File: src/hw/rtl/cgss_pkg.sv
package cgss_pkg;

    localparam int PHASE_STEPS = 16;
    localparam int PHASE_W     = $clog2(PHASE_STEPS);
    localparam int ANGLE_W     = 8;
    localparam int POS_W       = 11;  // signed working width for positions

    localparam int REST_POS    = 90;
    localparam int FULL_ANGLE  = 180;
    localparam int PERIOD_MIN  = 45;
    localparam int PERIOD_STEP = 15;

    localparam int CFG_IDX_W   = 3;
    localparam int CFG_DATA_W  = 7;

    typedef enum logic [2:0] {
        MODE_REST       = 3'd0,
        MODE_STAND      = 3'd1,
        MODE_FWD_LEFT   = 3'd2,
        MODE_FWD        = 3'd3,
        MODE_FWD_RIGHT  = 3'd4,
        MODE_BACK_LEFT  = 3'd5,
        MODE_BACK       = 3'd6,
        MODE_BACK_RIGHT = 3'd7
    } mode_t;

    // register indexes of the configuration port
    localparam logic [CFG_IDX_W-1:0] CFG_STAND_OFFSET = 3'd0;
    localparam logic [CFG_IDX_W-1:0] CFG_TORSO_SWING  = 3'd1;
    localparam logic [CFG_IDX_W-1:0] CFG_TURN_SWING   = 3'd2;
    localparam logic [CFG_IDX_W-1:0] CFG_STEP_MIN     = 3'd3;
    localparam logic [CFG_IDX_W-1:0] CFG_STEP_MAX     = 3'd4;

    // command characters
    localparam logic [7:0] CMD_FWD        = 8'h46; // F
    localparam logic [7:0] CMD_BACK       = 8'h42; // B
    localparam logic [7:0] CMD_FWD_LEFT   = 8'h47; // G
    localparam logic [7:0] CMD_FWD_RIGHT  = 8'h49; // I
    localparam logic [7:0] CMD_BACK_LEFT  = 8'h48; // H
    localparam logic [7:0] CMD_BACK_RIGHT = 8'h4A; // J
    localparam logic [7:0] CMD_STAND_L    = 8'h4C; // L
    localparam logic [7:0] CMD_STAND_R    = 8'h52; // R
    localparam logic [7:0] CMD_STAND_S    = 8'h53; // S
    localparam logic [7:0] CMD_DIGIT_0    = 8'h30; // 0, also stand
    localparam logic [7:0] CMD_DIGIT_1    = 8'h31;
    localparam logic [7:0] CMD_DIGIT_9    = 8'h39;
    localparam logic [7:0] CMD_FAST       = 8'h71; // q

    typedef struct packed {
        logic [6:0] stand_offset;
        logic [5:0] torso_swing;
        logic [5:0] turn_swing;
        logic [6:0] step_min;
        logic [6:0] step_max;
    } cfg_t;

    typedef struct packed {
        logic [ANGLE_W-1:0] torso;
        logic [ANGLE_W-1:0] front_left;
        logic [ANGLE_W-1:0] front_right;
        logic [ANGLE_W-1:0] rear_left;
        logic [ANGLE_W-1:0] rear_right;
    } angles_t;

    function automatic logic [7:0] wave_at(input logic [PHASE_W-1:0] idx);
        logic [7:0] w;
        case (idx)
            4'd0:    w = 8'd0;
            4'd1:    w = 8'd10;
            4'd2:    w = 8'd38;
            4'd3:    w = 8'd80;
            4'd4:    w = 8'd128;
            4'd5:    w = 8'd176;
            4'd6:    w = 8'd218;
            4'd7:    w = 8'd245;
            4'd8:    w = 8'd255;
            4'd9:    w = 8'd245;
            4'd10:   w = 8'd218;
            4'd11:   w = 8'd176;
            4'd12:   w = 8'd128;
            4'd13:   w = 8'd80;
            4'd14:   w = 8'd38;
            4'd15:   w = 8'd10;
            default: w = 8'd0;
        endcase
        return w;
    endfunction

    function automatic logic [ANGLE_W-1:0] clamp_angle(input logic signed [POS_W-1:0] v);
        logic [ANGLE_W-1:0] a;
        if (v < 0) begin
            a = '0;
        end else if (v > POS_W'(FULL_ANGLE)) begin
            a = ANGLE_W'(FULL_ANGLE);
        end else begin
            a = v[ANGLE_W-1:0];
        end
        return a;
    endfunction

endpackage

File: src/hw/rtl/cgss_angle_calc.sv
module cgss_angle_calc (
    input  cgss_pkg::cfg_t                   cfg,
    input  cgss_pkg::mode_t                  mode,
    input  logic [cgss_pkg::PHASE_W-1:0]     phase,
    output cgss_pkg::angles_t                angles
);

    localparam int W = cgss_pkg::POS_W;

    logic [7:0]          w0;
    logic [7:0]          w4;
    logic [7:0]          w12;
    logic [6:0]          span;
    logic [14:0]         prod4;
    logic [14:0]         prod12;
    logic signed [W-1:0] walk4;
    logic signed [W-1:0] walk12;
    logic signed [W-1:0] stand_pos;
    logic [7:0]          limb4;
    logic [7:0]          limb12;
    logic [6:0]          swing2;
    logic [7:0]          gain;
    logic [15:0]         tprod;
    logic signed [W-1:0] tbase;
    logic signed [W-1:0] tpos;
    logic [7:0]          torso;

    assign w0  = cgss_pkg::wave_at(phase);
    assign w4  = cgss_pkg::wave_at(phase + cgss_pkg::PHASE_W'(4));
    assign w12 = cgss_pkg::wave_at(phase + cgss_pkg::PHASE_W'(12));

    // negative span clamps to zero
    assign span   = (cfg.step_max >= cfg.step_min) ? (cfg.step_max - cfg.step_min) : 7'd0;
    assign prod4  = 15'(span) * 15'(w4);
    assign prod12 = 15'(span) * 15'(w12);

    assign walk4  = $signed(W'(cgss_pkg::REST_POS)) + $signed({4'b0, cfg.step_min})
                  + $signed({4'b0, prod4[14:8]});
    assign walk12 = $signed(W'(cgss_pkg::REST_POS)) + $signed({4'b0, cfg.step_min})
                  + $signed({4'b0, prod12[14:8]});
    assign stand_pos = $signed(W'(cgss_pkg::REST_POS)) + $signed({4'b0, cfg.stand_offset});

    always_comb begin
        case (mode)
            cgss_pkg::MODE_REST: begin
                limb4  = 8'(cgss_pkg::REST_POS);
                limb12 = 8'(cgss_pkg::REST_POS);
            end
            cgss_pkg::MODE_STAND: begin
                limb4  = cgss_pkg::clamp_angle(stand_pos);
                limb12 = cgss_pkg::clamp_angle(stand_pos);
            end
            default: begin
                limb4  = cgss_pkg::clamp_angle(walk4);
                limb12 = cgss_pkg::clamp_angle(walk12);
            end
        endcase
    end

    assign swing2 = {cfg.torso_swing, 1'b0};

    always_comb begin
        case (mode)
            cgss_pkg::MODE_FWD_LEFT, cgss_pkg::MODE_BACK_LEFT: begin
                gain  = 8'(swing2) + 8'(cfg.turn_swing);
                tbase = $signed(W'(cgss_pkg::REST_POS)) - $signed({5'b0, cfg.torso_swing});
            end
            cgss_pkg::MODE_FWD_RIGHT, cgss_pkg::MODE_BACK_RIGHT: begin
                gain  = 8'(swing2) + 8'(cfg.turn_swing);
                tbase = $signed(W'(cgss_pkg::REST_POS)) - $signed({5'b0, cfg.torso_swing})
                      - $signed({5'b0, cfg.turn_swing});
            end
            default: begin
                gain  = 8'(swing2);
                tbase = $signed(W'(cgss_pkg::REST_POS)) - $signed({5'b0, cfg.torso_swing});
            end
        endcase
    end

    assign tprod = 16'(gain) * 16'(w0);
    assign tpos  = tbase + $signed({3'b0, tprod[15:8]});

    always_comb begin
        case (mode)
            cgss_pkg::MODE_REST, cgss_pkg::MODE_STAND: torso = 8'(cgss_pkg::REST_POS);
            default:                                    torso = cgss_pkg::clamp_angle(tpos);
        endcase
    end

    assign angles.torso       = torso;
    assign angles.front_left  = limb4;
    assign angles.front_right = 8'(cgss_pkg::FULL_ANGLE) - limb12;
    assign angles.rear_left   = 8'(cgss_pkg::FULL_ANGLE) - limb12;
    assign angles.rear_right  = limb4;

endmodule

File: src/hw/rtl/crawler_gait_servo_sequencer.sv
// channel | direction | handshake           | payload
// s_      | in        | s_valid / s_ready   | s_kind, s_command_byte
// m_      | out       | m_valid / m_ready   | five angles, gait_mode, step_period_ms, phase_now
// cfg_    | in        | cfg_valid/cfg_ready | cfg_index, cfg_data
//
// One word per cycle sustained while m_ready stays high. An accepted word updates mode,
// phase and period in the state stage; when the output stage is free, the angles are
// computed from that state and registered there together with m_valid.
// aresetn (synchronous, active low) clears handshake state and loads default config.
// A stalled output holds one result; one more word is held in the state stage,
// after which s_ready drops. cfg_ready is always high.
module crawler_gait_servo_sequencer (
    input  logic                                aclk,
    input  logic                                aresetn,

    input  logic                                s_valid,
    output logic                                s_ready,
    input  logic                                s_kind,
    input  logic [7:0]                          s_command_byte,

    output logic                                m_valid,
    input  logic                                m_ready,
    output logic [7:0]                          m_torso_angle,
    output logic [7:0]                          m_front_left_angle,
    output logic [7:0]                          m_front_right_angle,
    output logic [7:0]                          m_rear_left_angle,
    output logic [7:0]                          m_rear_right_angle,
    output logic [2:0]                          m_gait_mode,
    output logic [7:0]                          m_step_period_ms,
    output logic [3:0]                          m_phase_now,

    input  logic                                cfg_valid,
    output logic                                cfg_ready,
    input  logic [cgss_pkg::CFG_IDX_W-1:0]      cfg_index,
    input  logic [cgss_pkg::CFG_DATA_W-1:0]     cfg_data
);

    cgss_pkg::cfg_t    cfg_reg;
    cgss_pkg::cfg_t    cfg_next;

    cgss_pkg::mode_t   mode_reg;
    cgss_pkg::mode_t   mode_next;
    logic [3:0]        phase_reg;
    logic [3:0]        phase_next;
    logic [7:0]        period_reg;
    logic [7:0]        period_next;
    logic              st_valid_reg;
    logic              st_valid_next;

    logic              m_valid_reg;
    logic              m_valid_next;
    cgss_pkg::angles_t angles_reg;
    logic [2:0]        out_mode_reg;
    logic [7:0]        out_period_reg;
    logic [3:0]        out_phase_reg;

    cgss_pkg::angles_t angles;
    logic              out_free;
    logic              s_fire;
    logic              st_adv;
    logic [3:0]        digit_full;

    assign out_free  = !m_valid_reg || m_ready;
    assign s_ready   = !st_valid_reg || out_free;
    assign s_fire    = s_valid && s_ready;
    assign st_adv    = st_valid_reg && out_free;
    assign cfg_ready = 1'b1;

    assign digit_full = 4'(s_command_byte - cgss_pkg::CMD_DIGIT_0);

    always_comb begin
        mode_next   = mode_reg;
        phase_next  = phase_reg;
        period_next = period_reg;
        if (s_fire) begin
            if (!s_kind) begin
                case (s_command_byte)
                    cgss_pkg::CMD_FWD:        mode_next = cgss_pkg::MODE_FWD;
                    cgss_pkg::CMD_BACK:       mode_next = cgss_pkg::MODE_BACK;
                    cgss_pkg::CMD_FWD_LEFT:   mode_next = cgss_pkg::MODE_FWD_LEFT;
                    cgss_pkg::CMD_FWD_RIGHT:  mode_next = cgss_pkg::MODE_FWD_RIGHT;
                    cgss_pkg::CMD_BACK_LEFT:  mode_next = cgss_pkg::MODE_BACK_LEFT;
                    cgss_pkg::CMD_BACK_RIGHT: mode_next = cgss_pkg::MODE_BACK_RIGHT;
                    cgss_pkg::CMD_STAND_L, cgss_pkg::CMD_STAND_R,
                    cgss_pkg::CMD_STAND_S, cgss_pkg::CMD_DIGIT_0:
                                              mode_next = cgss_pkg::MODE_STAND;
                    cgss_pkg::CMD_FAST:       period_next = 8'(cgss_pkg::PERIOD_MIN);
                    default: begin
                        if (s_command_byte >= cgss_pkg::CMD_DIGIT_1 &&
                            s_command_byte <= cgss_pkg::CMD_DIGIT_9) begin
                            // 45 + 15*(10-d) = 195 - 15*d
                            period_next = 8'(cgss_pkg::PERIOD_MIN + cgss_pkg::PERIOD_STEP * 10)
                                        - 8'(cgss_pkg::PERIOD_STEP) * {4'b0, digit_full};
                        end else begin
                            mode_next = cgss_pkg::MODE_REST;
                        end
                    end
                endcase
            end else begin
                case (mode_reg)
                    cgss_pkg::MODE_FWD_LEFT, cgss_pkg::MODE_FWD, cgss_pkg::MODE_FWD_RIGHT:
                        phase_next = phase_reg + 4'd1;
                    cgss_pkg::MODE_BACK_LEFT, cgss_pkg::MODE_BACK, cgss_pkg::MODE_BACK_RIGHT:
                        phase_next = phase_reg - 4'd1;
                    default:
                        phase_next = phase_reg;
                endcase
            end
        end
    end

    always_comb begin
        cfg_next = cfg_reg;
        if (cfg_valid && cfg_ready) begin
            case (cfg_index)
                cgss_pkg::CFG_STAND_OFFSET: cfg_next.stand_offset = cfg_data;
                cgss_pkg::CFG_TORSO_SWING:  cfg_next.torso_swing  = cfg_data[5:0];
                cgss_pkg::CFG_TURN_SWING:   cfg_next.turn_swing   = cfg_data[5:0];
                cgss_pkg::CFG_STEP_MIN:     cfg_next.step_min     = cfg_data;
                cgss_pkg::CFG_STEP_MAX:     cfg_next.step_max     = cfg_data;
                default:                    cfg_next = cfg_reg;
            endcase
        end
    end

    always_comb begin
        if (s_fire) begin
            st_valid_next = 1'b1;
        end else if (st_adv) begin
            st_valid_next = 1'b0;
        end else begin
            st_valid_next = st_valid_reg;
        end
        if (st_adv) begin
            m_valid_next = 1'b1;
        end else if (m_ready) begin
            m_valid_next = 1'b0;
        end else begin
            m_valid_next = m_valid_reg;
        end
    end

    cgss_angle_calc u_angle_calc (
        .cfg    (cfg_reg),
        .mode   (mode_reg),
        .phase  (phase_reg),
        .angles (angles)
    );

    always_ff @(posedge aclk) begin
        if (!aresetn) begin
            cfg_reg.stand_offset <= 7'd60;
            cfg_reg.torso_swing  <= 6'd30;
            cfg_reg.turn_swing   <= 6'd30;
            cfg_reg.step_min     <= 7'd10;
            cfg_reg.step_max     <= 7'd80;
            mode_reg             <= cgss_pkg::MODE_REST;
            phase_reg            <= '0;
            period_reg           <= 8'(cgss_pkg::PERIOD_MIN);
            st_valid_reg         <= 1'b0;
            m_valid_reg          <= 1'b0;
        end else begin
            cfg_reg      <= cfg_next;
            mode_reg     <= mode_next;
            phase_reg    <= phase_next;
            period_reg   <= period_next;
            st_valid_reg <= st_valid_next;
            m_valid_reg  <= m_valid_next;
        end
    end

    always_ff @(posedge aclk) begin
        if (st_adv) begin
            angles_reg     <= angles;
            out_mode_reg   <= mode_reg;
            out_period_reg <= period_reg;
            out_phase_reg  <= phase_reg;
        end
    end

    assign m_valid             = m_valid_reg;
    assign m_torso_angle       = angles_reg.torso;
    assign m_front_left_angle  = angles_reg.front_left;
    assign m_front_right_angle = angles_reg.front_right;
    assign m_rear_left_angle   = angles_reg.rear_left;
    assign m_rear_right_angle  = angles_reg.rear_right;
    assign m_gait_mode         = out_mode_reg;
    assign m_step_period_ms    = out_period_reg;
    assign m_phase_now         = out_phase_reg;

`ifndef SYNTHESIS
    a_ready_low_only_when_full: assert property (@(posedge aclk) disable iff (!aresetn)
        !s_ready |-> (st_valid_reg && m_valid_reg && !m_ready))
        else $error("s_ready low without both stages full and output stalled");

    a_fwd_tick_advances: assert property (@(posedge aclk) disable iff (!aresetn)
        (aresetn && s_fire && s_kind && (mode_reg == cgss_pkg::MODE_FWD_LEFT ||
         mode_reg == cgss_pkg::MODE_FWD || mode_reg == cgss_pkg::MODE_FWD_RIGHT))
        |=> (phase_reg == $past(phase_reg) + 4'd1))
        else $error("forward tick did not advance phase");

    a_period_range: assert property (@(posedge aclk) disable iff (!aresetn)
        m_valid |-> (m_step_period_ms >= 8'(cgss_pkg::PERIOD_MIN) &&
                     m_step_period_ms <= 8'(cgss_pkg::FULL_ANGLE)))
        else $error("step period out of range");

    a_rest_centered: assert property (@(posedge aclk) disable iff (!aresetn)
        (m_valid && m_gait_mode == cgss_pkg::MODE_REST) |->
        (m_torso_angle == 8'(cgss_pkg::REST_POS) && m_front_left_angle == 8'(cgss_pkg::REST_POS) &&
         m_front_right_angle == 8'(cgss_pkg::REST_POS) && m_rear_left_angle == 8'(cgss_pkg::REST_POS) &&
         m_rear_right_angle == 8'(cgss_pkg::REST_POS)))
        else $error("rest mode result not centered");
`endif

endmodule

File: config.mk
export PLATFORM = sky130hd
export DESIGN_NAME = crawler_gait_servo_sequencer
export DESIGN_NICKNAME = d
export VERILOG_FILES = /design/src/hw/rtl/cgss_pkg.sv /design/src/hw/rtl/cgss_angle_calc.sv /design/src/hw/rtl/crawler_gait_servo_sequencer.sv
export SDC_FILE = /design/constraint.sdc
export NUM_CORES = 1
export LEC_CHECK = 0
export BUFFER_PORTS_ARGS = -buffer_cell sky130_fd_sc_hd__buf_2
export CORE_MARGIN = 5
export CORE_UTILIZATION = 63
export CTS_CLUSTER_SIZE = 12
export DETAILED_ROUTE_END_ITERATION = 7
export HOLD_SLACK_MARGIN = 0.02
export MAX_ROUTING_LAYER = met4
export PLACE_DENSITY = 0.8
export SLEW_MARGIN = 0
export SYNTH_ARGS = -nofsm -noshare
export SYNTH_HDL_FRONTEND = slang
export SYNTH_SLANG_ARGS = --single-unit
File: constraint.sdc
create_clock -name aclk -period 12.7 [get_ports aclk]
set_input_delay 2.54 -clock aclk [delete_from_list [all_inputs] [get_ports aclk]]
set_output_delay 2.54 -clock aclk [all_outputs]
set_load 0.005 [all_outputs]
==> Word level (Yosys, flattened, before mapping) <==
Memories as Yosys holds them, arrays and structs flattened. A register that Yosys moved wholly into a read port is not among the register bits.
Cells that the tools add are included.
W data, S select, Z words.
{ "totals": {"out_inout_bits": 58, "elab_cells": 132, "input_bits": 24, "ff_bits": 89, "n_memories": 3, "mem_bits_ro": 384} }
{ "op_classes": {"eq_ne": 23, "magnitude_cmp": 11, "n_addsub": 16, "bitwise": 3, "n_mux": 24, "n_mul": 4, "reduce_logical": 30} }
{ "memory_table": {"columns": ["name", "depth", "word_bits", "read_ports", "rd_ports_with_merged_regs", "wr", "line_no", "text"], "rows": [
  ["(no name shown)", 16, 8, 1, 0, 0, "cgss_pkg.sv:67", "case (idx)"],
  ["(no name shown)", 16, 8, 1, 0, 0, "cgss_pkg.sv:67", null],
  ["(no name shown)", 16, 8, 1, 1, 0, "cgss_pkg.sv:67", null]
]} }
{ "ops": {"columns": ["op", "count"], "rows": [
  ["$eq A8 B7 Y1 const B", 10],
  ["$mux W8", 9],
  ["$pmux W8 S2", 3],
  ["$gt A11 B9 Y1 const B", 4],
  ["$lt A11 B1 Y1 const B", 4],
  ["$mul A7 B8 Y15", 2],
  ["$pmux W3 S8", 1],
  ["$add A8 B7 Y9", 2],
  ["$add A7 B7 Y8 const A", 2],
  ["$mul A8 B8 Y16", 1],
  ["$sub A8 B8 Y8 const A", 2],
  ["$eq A3 B3 Y1 const B", 5],
  ["$mux W7", 2],
  ["$eq A3 B2 Y1 const B", 4],
  ["$reduce_or A4 Y1", 3],
  ["$add A11 B9 Y11", 1],
  ["$mux W11", 1],
  ["$sub A11 B7 Y11", 1],
  ["$reduce_and A2 Y1", 5],
  ["$reduce_or A10 Y1", 1],
  ["$reduce_or A3 Y1", 3],
  ["$add A7 B6 Y8", 1],
  ["$eq A8 B6 Y1 const B", 1],
  ["$ge A8 B6 Y1 const B", 1],
  ["24 further kinds", 42]
]} }

==> Depth between registers and ports, before layout <==
Gate-level depths: netlist of run 1.
{ "depth": {"word_depth": 9, "depth_mapped": 40, "mapped_depth_nobuf": 39} }

==> By module <==
From an unflattened synthesis of run 1, not the netlist that was laid out.
{ "hier_totals": {"cells_unflattened": 1458, "hier_area_um2": 12777.3} }
{ "by_module_without_submodules": {"columns": ["mod", "area_each_um2", "instances", "cells_each", "seq_area_each_um2"], "rows": [
  ["cgss_angle_calc", 8379.3, 1, 1103, 0.0],
  ["crawler_gait_servo_sequencer", 4398.0, 1, 355, 2652.5]
]} }

==> Worst setup path after synthesis of run 1 <==
No wires, ideal clock.
{ "synth_path": {"path_type": "flip-flop to flip-flop", "start": "register cfg_reg[8] in the netlist's numbering", "end": "register angles_reg, in the netlist m_rear_left_angle[6] (data pin)", "t_arrival_ns": 8.793, "path_stages_with_launch": 37, "required_ns": 12.439, "setup_slack_ns": 3.646, "period_less_slack_ns": 9.054, "setup_time_ns": 0.261, "n_path_buf": 1, "cell_sequence": "dfxtp_1 -> inv_1 -> fa_1 -> a21o_1 -> a21o_1 -> a21o_1 -> a21oi_1 -> xnor2_1 -> and2_1 -> clkbuf_1 -> nand3_1 -> fa_1 -> fa_1 -> inv_1 -> fa_1 -> inv_1 -> fa_1 -> inv_1 -> ha_1 -> o21a_1 -> o21ai_0 -> o21ai_0 -> o221a_2 -> or4_1 -> a31oi_1 -> xnor2_1 -> ha_1 -> or4b_2 -> or4_4 -> o211ai_1 -> and2_1 -> a32o_1 -> inv_1 -> ha_1 -> a21oi_1 -> o211ai_1 -> xnor2_1"} }
{ "synth_rtl": {"columns": ["item", "line_no", "text"], "rows": [
  ["start, declared", "crawler_gait_servo_sequencer.sv:38", "cgss_pkg::cfg_t cfg_reg;"],
  ["start signal, assigned", "crawler_gait_servo_sequencer.sv:163", "cfg_reg <= cfg_next;"],
  ["end signal, assigned", "crawler_gait_servo_sequencer.sv:174", "angles_reg <= angles;"],
  ["end, declared", "crawler_gait_servo_sequencer.sv:52", "cgss_pkg::angles_t angles_reg;"]
]} }

==> run metrics, run 1 <==
Syn Inst Count 1435; Starting Density 63.7%; f_max 103 MHz; Largest register FFs 33; max incr delay on CP 0.60 ns; final non-filler cell total 1749; total negative slack 0 ns; final wirelength 28.5 mm; Async SR Flop Fraction 0%; top cell type's share of synthesized area 17.7%; Cell Area, Synth 12300 µm²; compound-cell area share of the yosys netlist 13.5%; CTS tree done; all-layer global routing usage 27.0%; initial antenna violation count 0; gr ovfl total 0; Required @ worst endpoint 12.80 ns; post-synthesis register bit count 97; fraction of layout cells with a size suffix above 1 8.36%; first-pass GRT wire length 47.4 mm; XOR/XNOR Fraction of Synth Area 4.89%; Worst-Margin Slew 1.18 ns; final worst path period need 9.71 ns; top-count cell post-synth nand2_1; setup bufs post-CTS 0; Inserted Diodes 0; clock-pin transition on the worst setup and hold timing paths 0.08 ns; Post-Synth Adder-Cell Area 34.1%; Die Ht 150 µm; Worst-Skew Late Latency 0.36 ns; port bufs 80; CP Class flop to flop; DR pass1 iterations 5; initial drt markers 685; DIE AREA 22500 µm²; synth unique cells 76; post-synthesis sequential area ratio 18.9%; grt met1 use 38.3%; synth top area cells ha_1, fa_1, edfxtp_1, dfxtp_1, nand2_1; CTS Sinks 97; area grow syn2layout 6.47%; pin count of the biggest net entering global routing 52; routed vias/inst 5.78; Clock Skews 0.0156 ns; cell total after placement 1733; Pwr per Cell Area 61.9 nW/µm²; # H-tree levels 3; Synthesis Warnings 0; met2 usage 40.6%; total CTS buffers 9; Synth area leader ha_1; CTS max path bufs 2; via count 10100; max cap viols 0; RSZ-0062 raised after global routing false; Synth top cells by count nand2_1, ha_1, inv_1; Lkg Pwr 6.42 nW; DRC 0; Worst EP arrival 9.81 ns; row count 51; relative slew slack 20.4%; Max FO, Critical Path 10; peak supply drop 0.0723 mV; post-synthesis mux area share 2.54%; Mapped Nets 1735; worst-path cell with the longest stage delay or4b_2; ys flop type dfxtp_1; Critical Path Source Type flop; hold buffers post-CTS 0; drt wl/cell 16.3 µm; root buffer cell clkbuf_16; GRT busiest layer met2; Crit. End Element flop; Final nets 1779; met3 Usage GRT 5.06%; largest family of logic cells by synthesized area adder cells; post-synthesis simple-gate area fraction 19.2%; vias in the first global route 9674; worst hold margin 0.438 ns; Synth Area per Inst 8.60 µm²; chip width 150 µm; Final Setup Violations 0; Post-synth EDFFs 39; post_cts resized 0; Slew Limit Fails 0; worst hold path type flop to flop; GPL Wtd Cong 0.958; pre-CTS setup slack 3.08 ns; setup slack after layout 2.99 ns; I/O Pins 82; CORE AREA 19400 µm²; Final Hold Vio Count 0; Tcrit/Tclk final 76.4%; antenna-violating nets left 0; status complete, no violations; HPWL after DPL 23.5 mm
-- power by group --
part	internal (W)	switching, W	total [W]
registers	0.000331	0.00000690	0.000338
clock network	0.000143	0.000129	0.000272
logic	0.0000823	0.000122	0.000204
-- path summary, 6_finish.rpt --
path | start | to | slack [ns] | cells past startpoint
worst min-delay path | period_reg[4]$_SDFFE_PN0P_ | m_step_period_ms[4]$_DFFE_PP_ | 0.44 | 0
worst min register to register | period_reg[4]$_SDFFE_PN0P_ | m_step_period_ms[4]$_DFFE_PP_ | 0.44 | 0
worst max-delay path | cfg_reg[8]$_SDFFE_PN1P_ | m_rear_left_angle[6]$_DFFE_PP_ | 2.99 | 35
worst max register to register | cfg_reg[8]$_SDFFE_PN1P_ | m_rear_left_angle[6]$_DFFE_PP_ | 2.99 | 35
-- stage by stage --
step | utilization, % | area (µm²) | power (W)
floorplan | - | 12300 | 0.000495
global placement | 66.2 | 12800 | 0.000541
detailed placement | 66.2 | 12800 | 0.000546
CTS | 67.8 | 13100 | 0.000818
global route | 67.8 | 13100 | 0.000857
finish | 67.8 | 13100 | 0.000814
-- cells in the final DEF (no fill, tap or decap), types with 10 or more instances in the layout --
cell type	netlist	final
nor2b_1	27	26
a21oi_1	57	57
nand3_1	21	21
xor2_1	24	24
buf_2	3	80
o21a_1	15	15
fa_1	101	101
nor2_1	120	120
ha_1	175	175
and3_1	10	10
mux2i_1	19	19
o211ai_1	14	14
nand2_1	188	188
and2_1	40	40
edfxtp_1	39	39
nor3_1	28	28
nand2b_1	29	29
a21boi_0	25	25
xnor2_1	45	45
dfxtp_1	58	58
o21ai_0	53	53
inv_1	158	158
a21o_1	23	23
-- layout make-up --
cell class	count	area (µm²)
multi-input combinational	1131	9180
fill	1606	6250
sequential	97	2330
inverter	159	597
timing repair buffer	81	408
tap	265	332
clock buffer	10	239
clock inverter	6	60.1
-- critical path: cells and delay by family, from the launching register on --
family / cells / cell delay, ns
and+or+nand+nor: 6 / 2.23
DFF: 1 / 0.41
xor gates and xnor gates: 3 / 0.41
AOI/OAI and AO/OA: 13 / 2.54
adders and majority gates: 8 / 3.49
buffers and inverters: 5 / 0.37
-- per-layer routing --
layer / up-vias / routed length [µm]
met1: 4806 / 13100
li1: 4912 / -
met5: - / 0
met2: 346 / 12700
met3: 40 / 2300
met4: 0 / 402
-- logic make-up (layout without fill, tap and decap cells) --
group                      count (synthesis)  after routing
and+or+nand+nor                          503            503
adders and majority gates                276            276
AOI/OAI and AO/OA                        255            255
buffers and inverters                    207            256
DFF                                       97             97
xor gates and xnor gates                  69             69
muxes                                     27             27
other                                      1              1
Note: power is estimated with default switching activity, not from simulation.
==> inputs of run 2 (changes only) <==
--- a/config.mk
+++ b/config.mk
@@ -7,12 +7,12 @@
 export LEC_CHECK = 0
 export BUFFER_PORTS_ARGS = -buffer_cell sky130_fd_sc_hd__buf_2
 export CORE_MARGIN = 5
-export CORE_UTILIZATION = 63
+export CORE_UTILIZATION = 57
 export CTS_CLUSTER_SIZE = 12
 export DETAILED_ROUTE_END_ITERATION = 7
 export HOLD_SLACK_MARGIN = 0.02
 export MAX_ROUTING_LAYER = met4
-export PLACE_DENSITY = 0.8
+export PLACE_DENSITY = 0.77
 export SLEW_MARGIN = 0
 export SYNTH_ARGS = -nofsm -noshare
 export SYNTH_HDL_FRONTEND = slang
==> constraint.sdc (replaced) <==
create_clock -name aclk -period 8.2 [get_ports aclk]
set_input_delay 1.64 -clock aclk [delete_from_list [all_inputs] [get_ports aclk]]
set_output_delay 1.64 -clock aclk [all_outputs]
set_load 0.005 [all_outputs]
==> run metrics, run 2 (synthesis gave the netlist of run 1 again) <==
Die Ht 157 µm (+4.8%); relative slew slack 14.5% (-6.0 points); most frequent cells in the layout nand2_1, ha_1, inv_1, nor2_1, fa_1; f_max 121 MHz (+17%); Fillers 1734 (+8.0%); DIE AREA 24700 µm² (+9.8%); RSZ-0062 raised after global routing true; Slew Limit Fails 0 (unchanged); Largest register FFs 33 (unchanged); Inserted Diodes 0 (unchanged); first-pass GRT wire length 51.3 mm (+8.1%); crit-path leading delay family adder cells; Worst Path Buf+Inv 6 (+1); CTS Sinks 97 (unchanged); Worst-Margin Slew 1.28 ns (+0.0994 ns); routed vias/inst 5.71 (-1.2%); total negative slack -0.0932 ns (-0.0932 ns); initial antenna violation count 0 (unchanged); pin count of the biggest net entering global routing 52 (unchanged); power share of the combinational group 29.0% (+4.0 points); drt wl/cell 16.5 µm (+1.1%); row count 53 (+3.9%); CTS max path bufs 2 (unchanged); DRC 0 (unchanged); max incr delay on CP 0.50 ns (-0.10 ns); Max FO, Critical Path 3 (-7); area grow syn2layout 13.7%; CORE AREA 21200 µm² (+9.0%); Worst-Skew Late Latency 0.36 ns (about the same); # H-tree levels 3 (unchanged); failing checks setup timing; CTS tree done; Final Setup Violations 1 (+1); GPL Wtd Cong 0.997 (+4.1%); setup slack after layout -0.0932 ns (-3.09 ns); CP Class flop to flop; vias in the first global route 10400 (+7.8%); worst-path cell with the longest stage delay fa_1; hold buffers post-CTS 0 (unchanged); Sw Share 32.1% (+0.43 points); via count 10500 (+3.9%); worst reg2reg setup slack -0.09 ns (-3.09 ns); Worst EP arrival 8.40 ns (-1.41 ns); antenna-violating nets left 0 (unchanged); Critical Path Source Type flop; final wirelength 30.3 mm (+6.3%); peak supply drop 0.0995 mV (+38%); I/O Pins 82 (unchanged); Clock Skews 0.0101 ns (-0.00554 ns); all-layer global routing usage 26.1% (-0.90 points); Int Pwr 0.000897 W (+61%); Starting Density 58.4% (-5.3 points); clock-pin transition on the worst setup and hold timing paths 0.07 ns (about the same); final worst path period need 8.29 ns (-1.41 ns); Final Hold Vio Count 0 (unchanged); Final nets 1858 (+4.4%); fraction of layout cells with a size suffix above 1 16.3% (+7.9 points); initial drt markers 646 (-5.7%); port bufs 80 (unchanged); Pwr per Cell Area 94.1 nW/µm² (+52%); DR pass1 iterations 5 (unchanged); final non-filler cell total 1838 (+5.1%); status finished with violations; cell total after placement 1811 (+4.5%); root buffer cell clkbuf_16; clock power share 31.6% (-1.8 points); worst hold path type flop to flop; total CTS buffers 9 (unchanged); commonest non-fill, non-tap cell in the layout nand2_1; gr ovfl total 0 (unchanged); Required @ worst endpoint 8.31 ns (-4.49 ns); Tcrit/Tclk final 101% (+25 points); Crit. End Element flop; Lkg Pwr 6.85 nW (+6.7%); max cap viols 0 (unchanged); Sequential Power Share 39.5% (-2.0 points); Switch Pwr 0.000424 W (+64%); chip width 157 µm (+4.8%); HPWL after DPL 24.5 mm (+4.2%)
-- run 2: routing by layer --
metal	vias up	routed length (µm)	GRT usage [%]
li1	5070	-	-
met2	384	13800	40.3
met4	0	421	5.33
met5	-	0	-
met3	40	2140	3.05
met1	5001	14000	37.3
-- run 2: path summary, 6_finish.rpt --
kind                              start                              to  cells after the start
max             cfg_reg[0]$_SDFFE_PN0P_  m_rear_left_angle[6]$_DFFE_PP_                     37
min          period_reg[4]$_SDFFE_PN0P_   m_step_period_ms[4]$_DFFE_PP_                      0
min reg2reg  period_reg[4]$_SDFFE_PN0P_   m_step_period_ms[4]$_DFFE_PP_                      0
max reg2reg     cfg_reg[0]$_SDFFE_PN0P_  m_rear_left_angle[6]$_DFFE_PP_                     37
-- run 2: layout make-up --
type / count / area [µm²] / share of cell area (%)
Multi-Input combinational cell: 1131 / 9470 / 67.5
Sequential cell: 97 / 2330 / 16.6
Timing Repair Buffer: 160 / 1000 / 7.16
Inverter: 159 / 597 / 4.25
Tap cell: 275 / 344 / 2.45
Clock buffer: 10 / 229 / 1.63
Clock inverter: 6 / 57.6 / 0.410
-- run 2: repair_timing --
item,4_1_cts,5_1_grt
buffers inserted,4,8
endpoints found under the setup margin,5,24
hold endpoints to repair,0,0
pin swaps,18,22
resized for setup,12,42
-- run 2: power groups by stage --
stage / combinational, W / clock [W] / sequential, W
finish: 0.000383 / 0.000417 / 0.000521
global route: 0.000424 / 0.000446 / 0.000523
CTS: 0.000356 / 0.000426 / 0.000521
detailed placement: 0.000348 / 0 / 0.000532
global placement: 0.000341 / 0 / 0.000531
floorplan: 0.000240 / 0 / 0.000531
-- run 2: metrics by stage --
stage	hold WS [ns]	utilization [%]	power, W	area (µm²)	worst slack (ns)
floorplan	0.403	-	0.000771	12400	-0.139
global placement	0.415	63.4	0.000872	13400	-0.0967
detailed placement	0.425	63.4	0.000880	13400	-0.359
CTS	0.442	65.1	0.00130	13800	-0.0153
global route	0.454	66.3	0.00139	14000	-0.400
finish	0.439	66.3	0.00132	14000	-0.0932
